$ cat src/rtl/twppc_pkg.sv
package twppc_pkg;

  localparam int TRACE_LEN_DEF   = 2048;
  localparam int SAMPLE_BITS_DEF = 13;

  localparam int REG_W     = 12;
  localparam int CFG_IDX_W = 2;
  localparam int POS_OUT_W = 11;
  localparam int COUNT_W   = 11;

  localparam logic [COUNT_W-1:0] COUNT_MAX = {COUNT_W{1'b1}};

  localparam logic [CFG_IDX_W-1:0] CFG_WINDOW_START   = 2'd0;
  localparam logic [CFG_IDX_W-1:0] CFG_WINDOW_END     = 2'd1;
  localparam logic [CFG_IDX_W-1:0] CFG_PEAK_THRESHOLD = 2'd2;

  localparam logic [REG_W-1:0] WINDOW_START_RST   = 12'd800;
  localparam logic [REG_W-1:0] WINDOW_END_RST     = 12'd1500;
  localparam logic [REG_W-1:0] PEAK_THRESHOLD_RST = 12'd200;

  typedef struct packed {
    logic [REG_W-1:0] window_start;
    logic [REG_W-1:0] window_end;
    logic [REG_W-1:0] peak_threshold;
  } cfg_t;

endpackage

$ cat src/rtl/twppc_cfg.sv
module twppc_cfg (
  input  logic                            clk,
  input  logic                            rst_n,
  input  logic                            cfg_wr_en,
  input  logic [twppc_pkg::CFG_IDX_W-1:0] cfg_index,
  input  logic [twppc_pkg::REG_W-1:0]     cfg_wdata,
  output twppc_pkg::cfg_t                 cfg
);
  import twppc_pkg::*;

  cfg_t cfg_r;
  cfg_t cfg_nxt;

  always_comb begin
    cfg_nxt = cfg_r;
    if (cfg_wr_en) begin
      unique case (cfg_index)
        CFG_WINDOW_START:   cfg_nxt.window_start   = cfg_wdata;
        CFG_WINDOW_END:     cfg_nxt.window_end     = cfg_wdata;
        CFG_PEAK_THRESHOLD: cfg_nxt.peak_threshold = cfg_wdata;
        default:            cfg_nxt = cfg_r;
      endcase
    end
  end

  always_ff @(posedge clk) begin
    if (!rst_n) begin
      cfg_r.window_start   <= WINDOW_START_RST;
      cfg_r.window_end     <= WINDOW_END_RST;
      cfg_r.peak_threshold <= PEAK_THRESHOLD_RST;
    end else begin
      cfg_r <= cfg_nxt;
    end
  end

  assign cfg = cfg_r;

endmodule

$ cat src/rtl/twppc_in_reg.sv
module twppc_in_reg #(
  parameter int SAMPLE_BITS = twppc_pkg::SAMPLE_BITS_DEF
) (
  input  logic                   clk,
  input  logic                   rst_n,
  input  logic                   in_tvalid,
  output logic                   in_tready,
  input  logic [SAMPLE_BITS-1:0] in_sample,
  input  logic                   in_tlast,
  input  logic                   out_free,
  output logic                   step,
  output logic [SAMPLE_BITS-1:0] sample,
  output logic                   last
);
  import twppc_pkg::*;

  logic                   valid_r;
  logic                   valid_nxt;
  logic [SAMPLE_BITS-1:0] sample_r;
  logic                   last_r;

  // a non-last item always moves on; a last one needs the result slot
  assign step      = valid_r && (!last_r || out_free);
  assign in_tready = !valid_r || step;
  assign valid_nxt = in_tready ? in_tvalid : valid_r;

  always_ff @(posedge clk) begin
    if (!rst_n) begin
      valid_r <= 1'b0;
    end else begin
      valid_r <= valid_nxt;
    end
  end

  always_ff @(posedge clk) begin
    if (in_tvalid && in_tready) begin
      sample_r <= in_sample;
      last_r   <= in_tlast;
    end
  end

  assign sample = sample_r;
  assign last   = last_r;

endmodule

$ cat src/rtl/twppc_core.sv
module twppc_core #(
  parameter int TRACE_LEN   = twppc_pkg::TRACE_LEN_DEF,
  parameter int SAMPLE_BITS = twppc_pkg::SAMPLE_BITS_DEF
) (
  input  logic                              clk,
  input  logic                              rst_n,
  input  twppc_pkg::cfg_t                   cfg,
  input  logic                              step,
  input  logic [SAMPLE_BITS-1:0]            sample,
  input  logic                              last,
  output logic                              res_load,
  output logic [SAMPLE_BITS-1:0]            res_peak_value,
  output logic [twppc_pkg::POS_OUT_W-1:0]   res_peak_position,
  output logic                              res_peak_found,
  output logic [twppc_pkg::COUNT_W-1:0]     res_pulse_count
);
  import twppc_pkg::*;

  localparam int PW   = $clog2(TRACE_LEN + 1);
  localparam int CMPW = (PW > REG_W) ? PW : REG_W;
  localparam int TW   = (SAMPLE_BITS + 2 > REG_W + 1) ? SAMPLE_BITS + 2 : REG_W + 1;
  localparam logic [PW-1:0] POS_END = PW'(TRACE_LEN);

  logic [PW-1:0]          pos_r,        pos_nxt;
  logic [SAMPLE_BITS-1:0] best_value_r, best_value_nxt;
  logic [POS_OUT_W-1:0]   best_pos_r,   best_pos_nxt;
  logic                   have_peak_r,  have_peak_nxt;
  logic                   pulse_open_r, pulse_open_nxt;
  logic [COUNT_W-1:0]     pulses_r,     pulses_nxt;

  logic [CMPW-1:0]        pos_x;
  logic [CMPW-1:0]        ws_x;
  logic [CMPW-1:0]        we_x;
  logic                   in_win;
  logic signed [TW-1:0]   s_x;
  logic signed [TW-1:0]   s_dbl;
  logic signed [TW-1:0]   thr_x;
  logic                   above;
  logic                   above_half;
  logic                   better;

  assign pos_x  = CMPW'(pos_r);
  assign ws_x   = CMPW'(cfg.window_start);
  assign we_x   = CMPW'(cfg.window_end);
  assign in_win = (pos_x >= ws_x) && (pos_x < we_x) && (pos_r < POS_END);

  assign s_x        = TW'($signed(sample));
  assign s_dbl      = s_x <<< 1;
  assign thr_x      = $signed(TW'(cfg.peak_threshold));
  assign above      = s_x > thr_x;
  assign above_half = s_dbl > thr_x;
  assign better     = !have_peak_r || ($signed(sample) > $signed(best_value_r));

  always_comb begin
    pos_nxt        = pos_r;
    best_value_nxt = best_value_r;
    best_pos_nxt   = best_pos_r;
    have_peak_nxt  = have_peak_r;
    pulse_open_nxt = pulse_open_r;
    pulses_nxt     = pulses_r;
    if (in_win) begin
      if (better) begin
        best_value_nxt = sample;
        best_pos_nxt   = POS_OUT_W'(pos_r);
        have_peak_nxt  = 1'b1;
      end
      if (pulse_open_r) begin
        if (!above_half) begin
          pulse_open_nxt = 1'b0;
        end
      end else if (above) begin
        if (pulses_r != COUNT_MAX) begin
          pulses_nxt = pulses_r + 1'b1;
        end
        pulse_open_nxt = 1'b1;
      end
    end
    if (pos_r < POS_END) begin
      pos_nxt = pos_r + 1'b1;
    end
  end

  assign res_load          = step && last;
  assign res_peak_value    = best_value_nxt;
  assign res_peak_position = best_pos_nxt;
  assign res_peak_found    = have_peak_nxt;
  assign res_pulse_count   = pulses_nxt;

  always_ff @(posedge clk) begin
    if (!rst_n) begin
      pos_r        <= '0;
      best_value_r <= '0;
      best_pos_r   <= '0;
      have_peak_r  <= 1'b0;
      pulse_open_r <= 1'b0;
      pulses_r     <= '0;
    end else if (step) begin
      if (last) begin
        pos_r        <= '0;
        best_value_r <= '0;
        best_pos_r   <= '0;
        have_peak_r  <= 1'b0;
        pulse_open_r <= 1'b0;
        pulses_r     <= '0;
      end else begin
        pos_r        <= pos_nxt;
        best_value_r <= best_value_nxt;
        best_pos_r   <= best_pos_nxt;
        have_peak_r  <= have_peak_nxt;
        pulse_open_r <= pulse_open_nxt;
        pulses_r     <= pulses_nxt;
      end
    end
  end

  a_open_counted: assert property (@(posedge clk) disable iff (!rst_n)
    pulse_open_r |-> pulses_r != '0)
    else $error("open pulse with zero count");

  a_no_peak_zero: assert property (@(posedge clk) disable iff (!rst_n)
    !have_peak_r |-> (best_value_r == '0 && best_pos_r == '0))
    else $error("peak state set without a peak");

  a_pos_sat: assert property (@(posedge clk) disable iff (!rst_n)
    pos_r <= POS_END)
    else $error("position beyond trace length");

  a_clear_after_last: assert property (@(posedge clk) disable iff (!rst_n)
    step && last |=> (pos_r == '0 && pulses_r == '0 && !pulse_open_r))
    else $error("trace state not cleared after last sample");

endmodule

$ cat src/rtl/twppc_out_reg.sv
module twppc_out_reg #(
  parameter int SAMPLE_BITS = twppc_pkg::SAMPLE_BITS_DEF,
  parameter int TDATA_W     = ((SAMPLE_BITS + 23 + 7) / 8) * 8
) (
  input  logic                            clk,
  input  logic                            rst_n,
  input  logic                            res_load,
  input  logic [SAMPLE_BITS-1:0]          res_peak_value,
  input  logic [twppc_pkg::POS_OUT_W-1:0] res_peak_position,
  input  logic                            res_peak_found,
  input  logic [twppc_pkg::COUNT_W-1:0]   res_pulse_count,
  output logic                            out_free,
  output logic                            out_tvalid,
  input  logic                            out_tready,
  output logic [TDATA_W-1:0]              out_tdata
);
  import twppc_pkg::*;

  localparam int FIELD_W = SAMPLE_BITS + POS_OUT_W + 1 + COUNT_W;

  logic               valid_r;
  logic               valid_nxt;
  logic [TDATA_W-1:0] data_r;

  assign out_free  = !valid_r || out_tready;
  assign valid_nxt = res_load || (valid_r && !out_tready);

  always_ff @(posedge clk) begin
    if (!rst_n) begin
      valid_r <= 1'b0;
    end else begin
      valid_r <= valid_nxt;
    end
  end

  always_ff @(posedge clk) begin
    if (res_load) begin
      data_r <= TDATA_W'({res_pulse_count, res_peak_found, res_peak_position,
                          res_peak_value});
    end
  end

  assign out_tvalid = valid_r;
  assign out_tdata  = data_r;

  a_width_fits: assert property (@(posedge clk) disable iff (!rst_n)
    res_load |-> out_free && (FIELD_W <= TDATA_W))
    else $error("result loaded while output slot busy");

  a_hold_stall: assert property (@(posedge clk) disable iff (!rst_n)
    valid_r && !out_tready |=> valid_r && $stable(data_r))
    else $error("stalled result changed");

  a_load_shows: assert property (@(posedge clk) disable iff (!rst_n)
    res_load |=> valid_r)
    else $error("loaded result not presented");

endmodule

$ cat src/rtl/trace_window_peak_pulse_count.sv
// Windowed peak finder with hysteresis pulse counter. Streams one trace sample
// per transfer (tlast on the final sample); samples whose position lies in
// [window_start, window_end) feed a running maximum with first-occurrence
// position and a pulse counter that opens above peak_threshold and closes
// once twice the sample no longer exceeds it. On the last sample one result
// transfer carries peak, position, found flag and count, and the per-trace
// state clears. Throughput is one sample per clock: each sample passes an
// input register and one stage of compare/update logic, and the result sits
// in an output register, so samples keep flowing while a result waits. Only
// a last sample can stall, and only while the previous result is still
// untaken. out_tvalid rises once the result of a last sample is registered.
// Configuration writes take effect on the next clock and should be made
// while no trace is in flight.
module trace_window_peak_pulse_count #(
  parameter int TRACE_LEN   = twppc_pkg::TRACE_LEN_DEF,
  parameter int SAMPLE_BITS = twppc_pkg::SAMPLE_BITS_DEF,
  parameter int IN_TDATA_W  = ((SAMPLE_BITS + 7) / 8) * 8,
  parameter int OUT_TDATA_W = ((SAMPLE_BITS + 23 + 7) / 8) * 8
) (
  input  logic                            clk,
  input  logic                            rst_n,
  input  logic                            cfg_wr_en,
  input  logic [twppc_pkg::CFG_IDX_W-1:0] cfg_index,
  input  logic [twppc_pkg::REG_W-1:0]     cfg_wdata,
  input  logic                            in_tvalid,
  output logic                            in_tready,
  input  logic [IN_TDATA_W-1:0]           in_tdata,   // sample
  input  logic                            in_tlast,
  output logic                            out_tvalid,
  input  logic                            out_tready,
  // peak_value, peak_position, peak_found, pulse_count
  output logic [OUT_TDATA_W-1:0]          out_tdata
);
  import twppc_pkg::*;

  cfg_t                   cfg;
  logic                   out_free;
  logic                   step;
  logic [SAMPLE_BITS-1:0] sample;
  logic                   last;
  logic                   res_load;
  logic [SAMPLE_BITS-1:0] res_peak_value;
  logic [POS_OUT_W-1:0]   res_peak_position;
  logic                   res_peak_found;
  logic [COUNT_W-1:0]     res_pulse_count;

  twppc_cfg u_cfg (
    .clk       (clk),
    .rst_n     (rst_n),
    .cfg_wr_en (cfg_wr_en),
    .cfg_index (cfg_index),
    .cfg_wdata (cfg_wdata),
    .cfg       (cfg)
  );

  twppc_in_reg #(
    .SAMPLE_BITS (SAMPLE_BITS)
  ) u_in_reg (
    .clk       (clk),
    .rst_n     (rst_n),
    .in_tvalid (in_tvalid),
    .in_tready (in_tready),
    .in_sample (in_tdata[SAMPLE_BITS-1:0]),
    .in_tlast  (in_tlast),
    .out_free  (out_free),
    .step      (step),
    .sample    (sample),
    .last      (last)
  );

  twppc_core #(
    .TRACE_LEN   (TRACE_LEN),
    .SAMPLE_BITS (SAMPLE_BITS)
  ) u_core (
    .clk               (clk),
    .rst_n             (rst_n),
    .cfg               (cfg),
    .step              (step),
    .sample            (sample),
    .last              (last),
    .res_load          (res_load),
    .res_peak_value    (res_peak_value),
    .res_peak_position (res_peak_position),
    .res_peak_found    (res_peak_found),
    .res_pulse_count   (res_pulse_count)
  );

  twppc_out_reg #(
    .SAMPLE_BITS (SAMPLE_BITS),
    .TDATA_W     (OUT_TDATA_W)
  ) u_out_reg (
    .clk               (clk),
    .rst_n             (rst_n),
    .res_load          (res_load),
    .res_peak_value    (res_peak_value),
    .res_peak_position (res_peak_position),
    .res_peak_found    (res_peak_found),
    .res_pulse_count   (res_pulse_count),
    .out_free          (out_free),
    .out_tvalid        (out_tvalid),
    .out_tready        (out_tready),
    .out_tdata         (out_tdata)
  );

endmodule
$ cat config.mk
export PLATFORM = sky130hd
export DESIGN_NAME = trace_window_peak_pulse_count
export DESIGN_NICKNAME = d
export VERILOG_FILES = /design/src/rtl/twppc_pkg.sv /design/src/rtl/twppc_cfg.sv /design/src/rtl/twppc_in_reg.sv /design/src/rtl/twppc_core.sv /design/src/rtl/twppc_out_reg.sv /design/src/rtl/trace_window_peak_pulse_count.sv
export SDC_FILE = /design/constraint.sdc
export NUM_CORES = 1
export LEC_CHECK = 0
export BUFFER_PORTS_ARGS = -buffer_cell sky130_fd_sc_hd__buf_4
export CELL_PAD_IN_SITES_DETAIL_PLACEMENT = 2
export CELL_PAD_IN_SITES_GLOBAL_PLACEMENT = 2
export CORE_MARGIN = 2
export CORE_UTILIZATION = 37
export CTS_BUF_LIST = sky130_fd_sc_hd__clkbuf_16
export CTS_CLUSTER_DIAMETER = 200
export DETAILED_ROUTE_END_ITERATION = 10
export PLACE_DENSITY = 0.76
export SKIP_LAST_GASP = 1
export SYNTH_ARGS = -nofsm -noshare
export SYNTH_HDL_FRONTEND = slang
export SYNTH_SLANG_ARGS = --single-unit
$ cat constraint.sdc
create_clock -name clk -period 3.76 [get_ports clk]
set_input_delay 0.752 -clock clk [delete_from_list [all_inputs] [get_ports clk]]
set_output_delay 0.752 -clock clk [all_outputs]
set_load 0.005 [all_outputs]
== After elaboration in Yosys (flattened, before gate mapping) ==
Index checks and enable logic that the tools add are counted.

* $add $sub $neg: 2
* Magnitude comparators: 6
* Equality and inequality tests: 3
* Mux-type cells: 21
* Reductions and logical operators: 24

{| class="wikitable"
|+ Operators by type and width
! operator !! number
|-
| two-way mux 11 bit || 8
|-
| two-way mux 13 bit || 3
|-
| > comparator 13 bit || 2
|-
| two-way mux 12 bit || 2
|-
| > comparator 14 x 13 -> 1 bit || 1
|-
| adder 12 x 1 -> 12 bit, second input constant || 1
|-
| >= comparator 12 bit || 1
|-
| less-than comparator 12 bit || 1
|-
| less-than comparator 12 bit, second input constant || 1
|-
| adder 11 x 1 -> 11 bit, second input constant || 1
|-
| inequality test 11 bit, second input constant || 1
|-
| AND reduction 2 bit || 5
|-
| two-way mux 1 bit || 8
|-
| logical AND 1 bit || 6
|-
| logical NOT 1 bit || 5
|-
| logical OR 1 bit || 5
|-
| nonzero test 2 bit || 2
|-
| == test 2 x 1 -> 1 bit, second input constant || 1
|-
| == test 2 bit, second input constant || 1
|-
| logical NOT 2 bit || 1
|}

* Register bits: 137

== Longest topological paths before layout ==
* Word-level depth: 6
* Depth in mapped cells: 12

== Cells and area by module ==
A second synthesis with hierarchy kept.

* Cells, all modules: 720
* Area total of the unflattened synthesis: 7203.2 um^2

{| class="wikitable"
|+ By module, submodules not included
! module !! times used !! cells each !! area an instance (um^2)
|-
| twppc_core || 1 || 512 || 4092.7
|-
| twppc_cfg || 1 || 142 || 1451.4
|-
| twppc_out_reg || 1 || 45 || 1163.6
|-
| twppc_in_reg || 1 || 21 || 495.5
|}

== Worst setup path after synthesis ==
OpenSTA, ideal clock, no wires.

* Kind: in2reg
* Start point: in out_tready
* End point: reg u_core.pulses_r[6]
* Arrival time: 3031 ps
* Slack: 602 ps
* Cell stages on the path: 8
* Path buffers: 1
* Cells stage by stage: nor2b_1 > nand2_1 > nand2_1 > clkbuf_1 > nor2_1 > nor2_1 > nand2_1 > o32ai_1

* Word-level cells in the longest chain between the ends: 3

{| class="wikitable"
|+ RTL lines
! item !! line !! source
|-
| start: declaration || trace_window_peak_pulse_count.sv:30 || <nowiki>input logic out_tready,</nowiki>
|-
| logical OR 1 bit || twppc_out_reg.sv:25 || <nowiki>assign out_free = !valid_r || out_tready;</nowiki>
|-
| logical OR 1 bit || twppc_in_reg.sv:23 || <nowiki>assign step = valid_r && (!last_r || out_free);</nowiki>
|-
| logical AND 1 bit || twppc_in_reg.sv:23 ||
|-
| end signal: assignment || twppc_core.sv:111 || <nowiki>pulses_r <= pulses_nxt;</nowiki>
|-
| end: declaration || twppc_core.sv:29 || <nowiki>logic [COUNT_W-1:0] pulses_r, pulses_nxt;</nowiki>
|}

No other way between the ends.
A chain may end at the register's enable or synchronous reset.

== Worst setup path in the final report ==
* Start point: reg u_core.pos_r[2]
* End point: reg u_core.best_value_r[10]

* Word-level cells in the longest chain between the ends: 5
* Elaborated cells between the ends (all ways): 7
* Those cells by class: order compare: 3; mux: 2; reduce/logical: 2

{| class="wikitable"
|+ RTL lines
! item !! line !! source
|-
| start: declaration || twppc_core.sv:24 || <nowiki>logic [PW-1:0] pos_r, pos_nxt;</nowiki>
|-
| start signal: assignment || twppc_core.sv:106 || <nowiki>pos_r <= pos_nxt;</nowiki>
|-
| >= comparator 12 bit / less-than comparator 12 bit (equally long branches) || twppc_core.sv:45 || <nowiki>assign in_win = (pos_x >= ws_x) && (pos_x < we_x) && (pos_r < POS_END);</nowiki>
|-
| logical AND 1 bit || twppc_core.sv:45 ||
|-
| logical AND 1 bit (*) || twppc_core.sv:45 ||
|-
| two-way mux 13 bit (*) || twppc_core.sv:61 || <nowiki>if (in_win) begin</nowiki>
|-
| two-way mux 13 bit (*) || twppc_core.sv:98 || <nowiki>if (last) begin</nowiki>
|-
| end signal: assignment || twppc_core.sv:107 || <nowiki>best_value_r <= best_value_nxt;</nowiki>
|-
| end: declaration || twppc_core.sv:25 || <nowiki>logic [SAMPLE_BITS-1:0] best_value_r, best_value_nxt;</nowiki>
|}

Mark *: on every way between the ends. The rest lies on a longest branch, timed or not.

==> results.toml <==
[logic_synthesis]
synth.largest_area_cell = "sky130_fd_sc_hd__dfxtp_1"
leading_cell_type_by_number_of_instances_after_synthesis = "sky130_fd_sc_hd__nand2_1"
synth.yosys.seq_area_share_pct = 47.77
top_cells_by_area_synth = "sky130_fd_sc_hd__dfxtp_1 (26%), sky130_fd_sc_hd__edfxtp_1 (22%), sky130_fd_sc_hd__ha_1 (11%), sky130_fd_sc_hd__nand2_1 (5.6%), sky130_fd_sc_hd__a21oi_1 (4.1%)"
synth_enable_flop_cells = 50
yosys-top-cells-count = "sky130_fd_sc_hd__nand2_1 (102), sky130_fd_sc_hd__dfxtp_1 (87), sky130_fd_sc_hd__ha_1 (61)"
synthesis.instances = 686
synth_top_flop_cell = "sky130_fd_sc_hd__dfxtp_1"
post_synthesis_instance_area_um2 = 6789
ys_async_rst_share_pct = 0
unique_masters_post_synth = 64
yosys_warnings = 0
synth.top_cell.area_share_pct = 25.65
ys_ff_latch = 137
synth.avg_cell_area_um2 = 9.897

[cts]
tritoncts = "done"
clkTransAtPathRegs_ns = 0.06
clockRootBuffer = "sky130_fd_sc_hd__clkbuf_16"
numCtsBuffers = 17
postCtsSetupBuffers = 0
cts-root-to-sink-buffers = 2
clock_tree.htree_level_count = 4
postCtsHoldBufs = 0
source_to_sink_clock_delay_at_the_later_pin_of_the_worst_skew_pair_ns = 0.44
clkSinkCount = 137
post_cts_sizing = 0

[worst_hold_path]
hold_depth = 2
hold_path_startpoint = "u_cfg.cfg[13]"
min_to = "u_cfg.cfg[13]"
holdCritPathClass = "reg -> reg"

[floorplan]
fp.dieArea_um2 = 19450
die_height_um = 139.5
die-width_um = 139.5
ios = 78
rows = 49
floorplan.initialDensity_pct = 37.79
core_area_um2 = 17960

[finish]
share_of_cells_above_drive_strength_1_pct = 17.95
layout.cell_area.non_filler_um2 = 8174
synth_to_layout_area_growth_pct = 20.40
diodes = 0
fin_nets = 853

[pwr]
power_switching_uw = 868.9
p_per_area_nw_per_um2 = 445.9
pwr-share-seq_pct = 43.9
design_power_total_mw = 3.645
vdd_ir_drop_max_v = 0.0003080
power.internal_mw = 2.776
pwr-share-clk_pct = 49.6
combinationalPowerShare_pct = 6.6
power_leakage_nw = 3.252
power.share.switching_pct = 23.84

[timing]
fmaxAchievable_mhz = 302.2
worst_slew_margin_rel_pct = 27.21
layout_min_cycle_time_ns = 3.309
worst_slew_pin_slew_ns = 1.089
setup-tns-final_ns = 0
final_critical_path_setup_slack_ns = 0.4513
slew_violations = 0
timing.final.setup_violations = 0
rsz0062_at_grt = "no"
final-hold-violation-count = 0
period_share_pct = 88.00
clock_skew_ns = 0.01188
finalHoldWorstSlack_ns = 0.4614

[global_route]
largest_net_degree_at_the_start_of_global_routing = 38
grt_first_pass_wirelength_um = 33200
first_global_vias = 6124
antenna_found_initial = 0
track_usage_pct = 21.80
grt_overflow = 0

[run_status]
outcome = "finished, final reports clean"

[place]
detailedPlacementHpwl_um = 14660
place_congestion = 0.7999
placed_area_um2 = 7548
io_buffers = 70
dp_worst_setup_slack_ns = 0.5151

[detailed_routing]
drtIter0Drc = 277
detailed_route_vias_per_instance = 5.487
routed_wirelength_um = 20500
route.detailed.drc = 0
antenna_left = 0
detailedRoute.firstPassIterationCount = 4
drt-wirelength-per-cell_um = 20.54
route.vias.total = 5476

[setup_path]
worstReg2RegEnd = "u_core.best_value_r[10]"
worstRegToRegCells = 9
critPathMaxFanout = 24
worst-setup-path-type = "reg -> reg"
worst_r2r_startpoint = "u_core.pos_r[2]"
worst_setup_path_start_kind = "register"
critical_path_capture_point_type = "register"
crit_required_ns = 4.12
worstPathArrival_ns = 3.67
r2r_setup_slack_ns = 0.45

[run]
timing.max_cap.violations = 0
==> metal layers <==
| layer | routed length [µm] | up-vias | GRT usage (%) |
|---|---|---|---|
| met3 | 552 | 31 | 4.233 |
| met5 | 0 | - | 0 |
| met4 | 360 | 0 | 6.645 |
| li1 | - | 2585 | - |
| met1 | 8684 | 2778 | 25.78 |
| met2 | 10900 | 82 | 39.83 |
==> sequential cells by signal, indices dropped and copies added (netlist names) <==
signal / flops
u_core.pulses_r: 11
u_core.best_value_r: 13
u_core.have_peak_r: 1
u_out_reg.out_tdata: 36
u_cfg.cfg: 36
u_in_reg.sample: 13
u_core.pulse_open_r: 1
u_out_reg.out_tvalid: 1
u_in_reg.last: 1
u_core.pos_r: 12
u_in_reg.valid_r: 1
u_core.best_pos_r: 11
==> cells by family (layout without fill, tap and decap cells) <==
group	after synthesis	after routing	share of synthesized area [%]
AND/OR/NAND/NOR	213	213	15.50
AO/OA/AOI/OAI	164	164	16.27
flip-flops	137	137	47.77
buffers and inverters	85	165	5.308
adder cells (fa/ha/maj)	61	61	11.24
multiplexers	17	17	2.820
XOR/XNOR	8	8	1.032
other	1	4	0.05524
==> critical path, cell delays in order, from the launching register on <==
cell                       delay, ns
sky130_fd_sc_hd__dfxtp_1        0.57
sky130_fd_sc_hd__ha_1           0.33
sky130_fd_sc_hd__a211oi_1       0.23
sky130_fd_sc_hd__o21ai_1        0.10
sky130_fd_sc_hd__a21oi_1        0.20
sky130_fd_sc_hd__o211ai_2       0.17
sky130_fd_sc_hd__nor2_2         0.25
sky130_fd_sc_hd__and2_1         0.22
sky130_fd_sc_hd__and3_1         0.89
sky130_fd_sc_hd__a22o_1         0.27
==> stage by stage <==
stage               cells  util [%]
finish                998     45.50
detailed placement    966     42.02
floorplan             689         -
global placement      966     42.02
global route          998     45.50
CTS                   998     45.50
==> how the worst max path moves through the flow <==
stage	start	endpoint	slack [ns]	cells after the start
after floorplan	out_tready	u_core.pulses_r[6]	0.60	8
after global placement	u_core.pos_r[2]	u_core.best_pos_r[6]	0.68	9
after detailed placement	u_core.pos_r[2]	u_core.best_value_r[7]	0.52	9
after CTS	u_core.pos_r[2]	u_core.best_value_r[10]	0.42	9
after global routing	u_core.pos_r[2]	u_core.best_value_r[10]	0.14	9
final	u_core.pos_r[2]	u_core.best_value_r[10]	0.45	9
==> power by group through the flow <==
| stage | Clock, mW | Sequential [mW] | Combinational, mW |
|---|---|---|---|
| 3_3_place_gp | 0 | 1.63 | 0.219 |
| 5_1_grt | 1.91 | 1.60 | 0.267 |
| 6_report | 1.81 | 1.60 | 0.239 |
| 2_1_floorplan | 0 | 1.62 | 0.134 |
| 3_5_place_dp | 0 | 1.63 | 0.238 |
| 4_1_cts | 1.83 | 1.60 | 0.243 |
==> layout by cell type (no fill, tap or decap), drive strengths merged, types with 4 or more instances in the layout <==
cell type / count
xnor2: 6
clkinv: 6
nand3b: 5
edfxtp: 50
nand2: 102
mux2: 17
and3: 8
dfxtp: 87
a21oi: 58
clkinvlp: 4
o21ai: 36
nand4: 15
a31oi: 7
or3: 7
conb: 4
nor3: 6
a22o: 24
nor2b: 9
clkbuf: 17
nand3: 13
bufinv: 4
buf: 79
and2: 4
nor2: 29
ha: 61
inv: 55
o211ai: 15
==> area by class of cell <==
class	count	area (µm²)
fillers	1917	9789
flip-flops and latches	137	3243
multi-input cells	467	3211
repair buffers	79	605.6
clock buffers	17	425.4
well taps	229	286.5
inverters	54	202.7
clock inverters	15	200.2
Power figures use the tool's default switching activity.
